<file path="config.mk">
export PLATFORM = sky130hd
export DESIGN_NAME = fsvr_ctrl
export DESIGN_NICKNAME = d
export VERILOG_FILES = /design/src/rtl/core/fsvr_pkg.sv /design/src/rtl/core/fsvr_ctrl.sv
export SDC_FILE = /design/constraint.sdc
export NUM_CORES = 1
export LEC_CHECK = 0
export ABC_AREA = 1
export BUFFER_PORTS_ARGS = -buffer_cell sky130_fd_sc_hd__buf_2
export CORE_AREA = 2 2 39 41
export DETAILED_ROUTE_END_ITERATION = 8
export DIE_AREA = 0 0 41 43
export GPL_TIMING_DRIVEN = 1
export PLACE_DENSITY = 0.48
export SLEW_MARGIN = 40
export SYNTH_ARGS = -nofsm -noshare
export SYNTH_HDL_FRONTEND = slang
export SYNTH_SLANG_ARGS = --single-unit
</file>
<file path="constraint.sdc">
create_clock -name clock -period 2.7 [get_ports clock]
set_input_delay 0.54 -clock clock [delete_from_list [all_inputs] [get_ports clock]]
set_output_delay 0.54 -clock clock [all_outputs]
set_load 0.01 [all_outputs]
</file>
<file path="src/rtl/core/fsvr_pkg.sv">
`timescale 1ns / 1ps
// ----------------------------------------------------------------------------
// fsvr_pkg
// Shared constants, codes and control types of the first-seen renumbering
// dictionary.
// ----------------------------------------------------------------------------
package fsvr_pkg;

   localparam int TABLE_DEPTH = 256;
   localparam int ID_LIMIT    = 256;
   localparam int CAPACITY    = (TABLE_DEPTH < ID_LIMIT) ? TABLE_DEPTH : ID_LIMIT;
   localparam int ADDR_W      = (CAPACITY > 1) ? $clog2(CAPACITY) : 1;
   localparam int CNT_W       = $clog2(CAPACITY + 1);

   localparam int KIND_W   = 2;
   localparam int COLOR_W  = 32;
   localparam int ID_W     = 8;
   localparam int COUNT_W  = 9;
   localparam int STATUS_W = 2;

   localparam logic [KIND_W-1:0] KIND_ENCODE = 2'd0;
   localparam logic [KIND_W-1:0] KIND_DECODE = 2'd1;
   localparam logic [KIND_W-1:0] KIND_CLEAR  = 2'd2;

   localparam logic [STATUS_W-1:0] STATUS_OK         = 2'd0;
   localparam logic [STATUS_W-1:0] STATUS_FULL       = 2'd1;
   localparam logic [STATUS_W-1:0] STATUS_UNASSIGNED = 2'd2;

   typedef struct packed {
      logic load;
      logic scan_step;
      logic enc_done;
      logic dec_read;
      logic dec_done;
      logic misc_done;
   } cmd_type;

   typedef struct packed {
      logic hit;
      logic scan_end;
   } sts_type;

endpackage

</file>
<file path="src/rtl/core/fsvr_ctrl.sv">
`timescale 1ns / 1ps
// ----------------------------------------------------------------------------
// fsvr_ctrl
// Sequencer: accepts a request word, steps the datapath through the search,
// decode, clear or unused-kind reply, then holds the response word until it is taken.
// ----------------------------------------------------------------------------
module fsvr_ctrl (
   input  logic                        clock,
   input  logic                        reset,
   input  logic                        req_valid,
   input  logic [fsvr_pkg::KIND_W-1:0] req_kind,
   output logic                        req_ready,
   output logic                        rsp_valid,
   input  logic                        rsp_ready,
   input  fsvr_pkg::sts_type           sts,
   output fsvr_pkg::cmd_type           cmd
);
   import fsvr_pkg::*;

   localparam logic [2:0] ST_IDLE  = 3'd0;
   localparam logic [2:0] ST_SCAN  = 3'd1;
   localparam logic [2:0] ST_DREAD = 3'd2;
   localparam logic [2:0] ST_DFIN  = 3'd3;
   localparam logic [2:0] ST_MISC  = 3'd4;
   localparam logic [2:0] ST_RESP  = 3'd5;

   logic [2:0] state_ff;
   logic [2:0] state_in;

   always_comb begin
      state_in  = state_ff;
      cmd       = '0;
      req_ready = 1'b0;
      rsp_valid = 1'b0;
      case (state_ff)
         ST_IDLE: begin
            req_ready = 1'b1;
            if (req_valid) begin
               cmd.load = 1'b1;
               if (req_kind == KIND_ENCODE) begin
                  state_in = ST_SCAN;
               end else if (req_kind == KIND_DECODE) begin
                  state_in = ST_DREAD;
               end else begin
                  state_in = ST_MISC;
               end
            end
         end
         ST_SCAN: begin
            if (sts.hit || sts.scan_end) begin
               cmd.enc_done = 1'b1;
               state_in     = ST_RESP;
            end else begin
               cmd.scan_step = 1'b1;
            end
         end
         ST_DREAD: begin
            cmd.dec_read = 1'b1;
            state_in     = ST_DFIN;
         end
         ST_DFIN: begin
            cmd.dec_done = 1'b1;
            state_in     = ST_RESP;
         end
         ST_MISC: begin
            cmd.misc_done = 1'b1;
            state_in      = ST_RESP;
         end
         ST_RESP: begin
            rsp_valid = 1'b1;
            if (rsp_ready) begin
               state_in = ST_IDLE;
            end
         end
         default: begin
            state_in = ST_IDLE;
         end
      endcase
   end

   always_ff @(posedge clock) begin
      if (reset) begin
         state_ff <= ST_IDLE;
      end else begin
         state_ff <= state_in;
      end
   end

endmodule

</file>
==> parameters.txt, run 1 <==
Parameter                              Value

Route
  Detailed-route wire length    675 um
  Total via count after detailed routing    about 320
  Average wire per standard cell    8.44 um
  1st-iter DRT viols    6
  First drt pass iteration count    4
  Routed via count divided by cell count    4.01
  DRC violations left    0
  Antenna-violating nets left    0

Setup path
  Worst endpoint data arrival time    1.21 ns
  Endpoint kind of the worst setup timing path    output port
  Worst path slowest cell    dfxtp_1
  Ordered cell list for the critical path    inv_2, nor2_2, inv_1, nor3_1, buf_2
  Required arrival time at the worst endpoint    2.16 ns
  Maximum fanout along the worst path    3
  Highest cell delay on the worst timing path    roughly 0.38 ns
  Worst Setup Path Type    register to output port
  Startpoint kind of the worst setup timing path    register

Clock tree
  Clock slew at reported path FFs    0.04 ns
  Count of hold-fix buffers inserted at cts    0
  Setup Buffers After CTS    0
  Number of gates resized after cts    0
  Sinks on Clock Net    3
  Insertion delay of the later-clocked pin in the worst-skew pair    0.23 ns
  Clock root cell    clkbuf_4
  TritonCTS buffer count    3
  Number of H-tree branching levels    1
  TritonCTS clock tree    done
  Clock tree buffer depth    2

Logic synthesis
  Syn_area_per_cell    5.98 um^2
  Net Count, Synth    53
  Fraction of the yosys area taken by sequential cells    22.3%
  Count of unique library cells instantiated by Yosys    14
  Cells after Synth    45
  Count of synthesis-stage warnings from yosys    0
  Number of flip-flops and latches in the synthesized netlist    3
  Cell area after synthesis    around 270 um^2

Global routing
  Peak-usage layer in the global routing report    met2
  Pin count of the biggest net entering global routing    8
  Met1 GRT Util    8.63%
  GRT Util Overall    9.02%
  Antenna violations before repair    0
  Met2 routing resource usage after global routing    13.8%
  Number of global-route vias before repair    287
  Wire length of the first global-routing pass    1040 um
  Global-route congestion overflow total    0
  Met3 Use GR    2.09%

Power and ir drop
  Combinational share of power    ~54%
  Leakage power total    0.242 nW
  Internal Power    185 uW
  Power dissipated by switching net loads    approximately 160 uW
  Power after layout    about 340 uW
  Clock power frac    23.3%
  Proportion of power drawn by flip-flops and latches    22.7%
  Worst-case vdd ir drop    0.195 mV
  Switching share of total power    45.9%
  Power Density    873 nW/um^2

STA
  Post-route clock skew    0.00549 ns
  Final count of hold timing violations    0
  Relative max-transition margin    81.7%
  Setup violations, final    0
  Setup TNS    0 ns
  Tightest Pin Transition    between 0.2 and 0.3 ns
  Highest attainable clock frequency    0.572 GHz
  Clock period minus worst slack    1.75 ns
  Setup repair after global routing missed its margin    false
  Number of pins with negative max-slew slack in the final report    0
  Final worst path period share    64.8%

Die
  Area of the placeable core    ~1400 um^2
  Die W    between 40 and 50 um
  Initial cell density of the core    around a fifth
  I/O pin total    16
  Full die area    1760 um^2
  Vertical die dimension    43 um
  Placement Rows    14

Cells and area
  Most flop-heavy register    state_ff
  Sequential cell area in the final layout    about 60 um^2
  Combined area of the multi-input logic cells    168 um^2
  Largest registers    state_ff (3)
  Total of fill cells in the finished design    163
  Max reg flops    3
  Area Overhead vs Synth    45.1%
  Antenna Cells    0
  Number of nets in the final layout    73
  Fraction of final layout cells sized beyond drive strength 1    ~44%

Place
  # port buffers    15
  Weighted congestion reported at the end of routability-driven placement    0.658
  Post-detail-place hpwl    575 um

Run status
  Run status    finished clean

Flow run
  Max-capacitance violation count    0

Worst hold path
  Class of the worst hold path    primary input to register
logic make-up (layout without fill, tap and decap cells):
| logic type | Yosys count | after routing | share of synthesized area, % |
|---|---|---|---|
| buffers and inverters | 11 | 30 | 15.3 |
| flip-flops | 3 | 3 | 22.3 |
| AO/OA/AOI/OAI | 2 | 2 | 3.72 |
| AND/OR/NAND/NOR | 29 | 29 | 58.6 |
final timing paths:
path	start	to	slack, ns	cells past startpoint
setup / recovery	state_ff[0]	cmd[3]	0.95	5
hold / removal	reset	state_ff[2]	0.49	2
setup reg to reg	state_ff[0]	state_ff[2]	1.56	6
hold reg to reg	state_ff[0]	state_ff[1]	0.68	3
cells in the mapped netlist:
library cell,instances,area [um^2]
nand2_1,6,22.5
a21oi_1,2,10.0
nor2_4,1,11.3
nor3_1,3,15.0
nand3_1,1,5.00
nor3_2,1,10.0
nand2_2,2,12.5
nor2_2,2,12.5
nand3_2,2,20.0
inv_1,9,33.8
nor2_1,9,33.8
dfxtp_1,3,60.1
nand3b_1,2,15.0
inv_2,2,7.51
cells in the final DEF (no fill, tap or decap), drive strengths merged:
master	netlist	routed
a21oi	2	2
nor2	12	12
dfxtp	3	3
nor3	4	4
nand2	8	8
buf	0	15
inv	11	11
clkbuf	0	4
nand3	3	3
nand3b	2	2
cell type report:
type / instances / share of cell area (%)
Multi-Input combinational cell: 31 / 42.9
Clock buffer: 4 / 6.73
Sequential cell: 3 / 15.4
Inverter: 11 / 10.6
Timing Repair Buffer: 15 / 19.2
Tap cell: 16 / 5.13
metrics by stage:
step | utilization, % | hold WS [ns] | worst slack [ns] | cell area, um^2 | cells
after floorplan | - | 0.612 | 1.27 | 269 | 45
after detailed placement | 26.3 | 0.692 | 1.07 | 364 | 76
final | 28.2 | 0.493 | 0.952 | 390 | 80
after global routing | 28.2 | 0.505 | 0.873 | 390 | 80
after CTS | 28.2 | 0.482 | 0.934 | 390 | 80
after global placement | 26.3 | 0.682 | 1.08 | 364 | 76
power by group through the flow:
stage,sequential (mW),combinational (mW),clock [mW]
CTS,0.0776,0.187,0.0849
detailed placement,0.0781,0.186,0
finish,0.0775,0.184,0.0794
global placement,0.0777,0.186,0
global route,0.0791,0.207,0.0878
floorplan,0.0743,0.132,0
metal layers:
metal	vias to the layer above	wire, um
met5	-	0
met3	2	67
li1	177	-
met2	12	301
met1	130	297
met4	0	8
worst max-delay path: cells and delay by family (launching register included):
kind	cells	cell delay [ns]
buf+inv	3	0.32
simple gates	2	0.28
flops	1	0.38
Power figures use the tool's default switching activity.
==> inputs of run 2 (changes only) <==
--- a/config.mk
+++ b/config.mk
@@ -5,13 +5,13 @@
 export SDC_FILE = /design/constraint.sdc
 export NUM_CORES = 1
 export LEC_CHECK = 0
-export ABC_AREA = 1
+export ABC_AREA = 0
 export BUFFER_PORTS_ARGS = -buffer_cell sky130_fd_sc_hd__buf_2
 export CORE_AREA = 2 2 39 41
 export DETAILED_ROUTE_END_ITERATION = 8
 export DIE_AREA = 0 0 41 43
 export GPL_TIMING_DRIVEN = 1
-export PLACE_DENSITY = 0.48
+export PLACE_DENSITY = 0.47
 export SLEW_MARGIN = 40
 export SYNTH_ARGS = -nofsm -noshare
 export SYNTH_HDL_FRONTEND = slang
==> constraint.sdc (replaced) <==
create_clock -name clock -period 1.5 [get_ports clock]
set_input_delay 0.3 -clock clock [delete_from_list [all_inputs] [get_ports clock]]
set_output_delay 0.3 -clock clock [all_outputs]
set_load 0.01 [all_outputs]
==> parameters.txt, run 2 <==
Parameter                              Value

Clock tree
  Clock slew at reported path FFs    0.04 ns (about the same)
  TritonCTS buffer count    3 (unchanged)
  Clock root cell    clkbuf_4
  TritonCTS clock tree    done
  Number of H-tree branching levels    1 (unchanged)
  Insertion delay of the later-clocked pin in the worst-skew pair    0.24 ns (about the same)
  Sinks on Clock Net    3 (unchanged)
  Clock tree buffer depth    2 (unchanged)
  Count of hold-fix buffers inserted at cts    0 (unchanged)

Setup path
  Required arrival time at the worst endpoint    1.20 ns (-0.96 ns)
  Worst Setup Path Type    register to output port
  Reg2reg setup slack    0.34 ns (-1.22 ns)
  Startpoint kind of the worst setup timing path    register
  Worst reg2reg path depth    4 (-2)
  R2r endpoint    state_ff[2]
  Maximum fanout along the worst path    6 (+3)
  Endpoint kind of the worst setup timing path    output port
  Worst endpoint data arrival time    1.14 ns (-0.07 ns)
  Origin of the critical flop-to-flop path    state_ff[2]

Logic synthesis
  Cells after Synth    27 (-40%)
  Count of synthesis-stage warnings from yosys    0 (unchanged)
  Post-synthesis cell type with the largest combined area    dfxtp_1
  List of most frequent post-synthesis cells    dfxtp_1 (3), inv_1 (3)
  Syn_area_per_cell    8.71 um^2 (+46%)
  Count of unique library cells instantiated by Yosys    18 (+4)
  Cell area after synthesis    235 um^2 (-13%)
  Async set-or-reset flop fraction in the synthesized netlist    0% (unchanged)
  Fraction of the yosys area taken by sequential cells    25.5% (+3.2 points)
  Number of flip-flops and latches in the synthesized netlist    3 (unchanged)
  Area share of the leading cell type in the synthesized netlist    25.5% (+3.2 points)
  Top cells by area, synth    dfxtp_1 (26%), a2111oi_2 (13%), and3_2 (6.4%)
  EDFF count, synth    0 (unchanged)
  Net Count, Synth    35 (-34%)
  Most used DFF post-synth    dfxtp_1

Global routing
  Number of global-route vias before repair    245 (-15%)
  Peak-usage layer in the global routing report    met2
  GRT Util Overall    9.13% (+0.11 points)
  Antenna violations before repair    0 (unchanged)
  Pin count of the biggest net entering global routing    9 (+1)
  Wire length of the first global-routing pass    1000 um (-3.9%)
  Met1 GRT Util    9.94% (+1.3 points)
  Global-route congestion overflow total    0 (unchanged)
  Met2 routing resource usage after global routing    11.9% (-1.9 points)
  Met3 Use GR    8.38% (+6.3 points)

STA
  Highest attainable clock frequency    0.692 GHz
  Tightest Pin Transition    0.310 ns (+0.0353 ns)
  Setup TNS    0 ns (unchanged)
  Clock period minus worst slack    1.44 ns
  Final worst path period share    96.3%
  Relative max-transition margin    79.3% (-2.4 points)
  Number of pins with negative max-slew slack in the final report    0 (unchanged)
  Final count of hold timing violations    0 (unchanged)
  Post-route clock skew    0.00169 ns (-0.00380 ns)
  Final WS setup    0.0558 ns (-0.896 ns)
  Final Hold Slack    0.248 ns (-0.245 ns)
  Setup violations, final    0 (unchanged)

Die
  Placement Rows    14 (unchanged)
  I/O pin total    16 (unchanged)
  Die W    41 um (unchanged)
  Initial cell density of the core    17.0% (-2.4 points)
  Full die area    1760 um^2 (unchanged)
  Area of the placeable core    1380 um^2 (unchanged)
  Vertical die dimension    43 um (unchanged)

Route
  First drt pass iteration count    4 (unchanged)
  Antenna-violating nets left    0 (unchanged)
  Total via count after detailed routing    276 (-14%)
  Average wire per standard cell    9.86 um (+17%)
  Routed via count divided by cell count    4.38 (+9.2%)
  1st-iter DRT viols    11 (+5)
  Detailed-route wire length    621 um (-8.0%)
  DRC violations left    0 (unchanged)

Worst hold path
  Class of the worst hold path    primary input to register
  Instance count along the most critical hold path    2 (unchanged)
  Hold wc startpoint    reset
  Worst hold endpoint    state_ff[1]

Flow run
  Max-capacitance violation count    0 (unchanged)

Place
  Weighted congestion reported at the end of routability-driven placement    0.622 (-5.5%)
  Post-detail-place hpwl    454 um (-21%)
  Worst slack at placement    0.210 ns (-0.858 ns)
  Total instance count after detailed placement    58 (-24%)
  # port buffers    15 (unchanged)

Cells and area
  Final non-filler cell total    63 (-21%)
  Most flop-heavy register    state_ff
  Number of nets in the final layout    56 (-23%)
  Commonest cells after routing, fill and taps aside    buf_2 (15), inv_1 (3), clkbuf_4 (3)
  Area Overhead vs Synth    61.7%
  Fraction of final layout cells sized beyond drive strength 1    66.0% (+22 points)
  Antenna Cells    0 (unchanged)
  Largest registers    state_ff (3)
  Max reg flops    3 (unchanged)
  Most common cell after layout, fill and taps aside    buf_2

Power and ir drop
  Power Density    999 nW/um^2 (+14%)
  Worst-case vdd ir drop    0.378 mV (+94%)
  Leakage power total    0.175 nW (-28%)

Run status
  Run status    finished clean
-- run 2: changes by cell type after synthesis, sizes merged, moves of 2 or more --
cell     change
and3         +2
nand2        -7
nand3        -2
nor2        -10
inv          -8
a2111oi      +2
nor4         +2
-- run 2: worst max-delay path by stage --
stage / end / slack (ns) / from
6_report: cmd[4] / 0.06 / state_ff[2]
5_1_grt: cmd[4] / -0.02 / state_ff[2]
4_1_cts: cmd[4] / 0.03 / state_ff[2]
3_5_place_dp: cmd[4] / 0.21 / state_ff[0]
3_3_place_gp: rsp_valid / 0.21 / state_ff[1]
2_1_floorplan: cmd[4] / 0.29 / state_ff[2]
-- run 2: timing repair --
item / 4_1_cts / 5_1_grt
gates resized for setup: 3 / 3
setup buffers: 0 / 1
pin swaps: 0 / 1
endpoints found under the setup margin: 3 / 1
-- run 2: through the flow --
| stage | utilization (%) | area (um^2) | power (mW) |
|---|---|---|---|
| floorplan | - | 235 | 0.182 |
| global placement | 23.6 | 327 | 0.224 |
| detailed placement | 23.6 | 327 | 0.221 |
| CTS | 26.3 | 364 | 0.381 |
| global route | 27.5 | 380 | 0.415 |
| finish | 27.5 | 380 | 0.380 |
-- run 2: metal layers --
metal / share of wire, % / wire length, um / up-vias
met5: 0 / 0 / -
met4: 0 / 0 / 0
met3: 12 / 77 / 0
met2: 48 / 300 / 14
met1: 39 / 243 / 123
li1: - / - / 139
-- run 2: report_power, final --
part	internal [mW]	total, mW	switching (mW)	leakage [nW]
combinational	0.0626	0.121	0.0579	0.134
sequential	0.0928	0.114	0.0214	0.0261
clock	0.0999	0.145	0.0453	0.0150
total	0.255	0.380	0.125	0.175
-- run 2: kinds of logic (layout without fill, tap and decap cells) --
logic type,count (synthesis),count (layout),share of synthesized area [%]
simple gates,15,15,45.2
compound gates,5,5,19.7
buf+inv,4,24,9.57
flops,3,3,25.5
-- run 2: layout make-up --
| cell class | instances | area [um^2] |
|---|---|---|
| Tap cell | 16 | 20.0 |
| Fill cell | 156 | 1000 |
| Sequential cell | 3 | 66.3 |
| Multi-Input combinational cell | 20 | 166 |
| Inverter | 3 | 11.3 |
| Clock buffer | 4 | 26.3 |
| Timing Repair Buffer | 17 | 90.1 |
-- run 2: worst max-delay path, stage by stage (launching register included) --
cell      delay [ns]
dfxtp_2         0.34
nand2b_4        0.16
nor4_4          0.23
buf_2           0.18
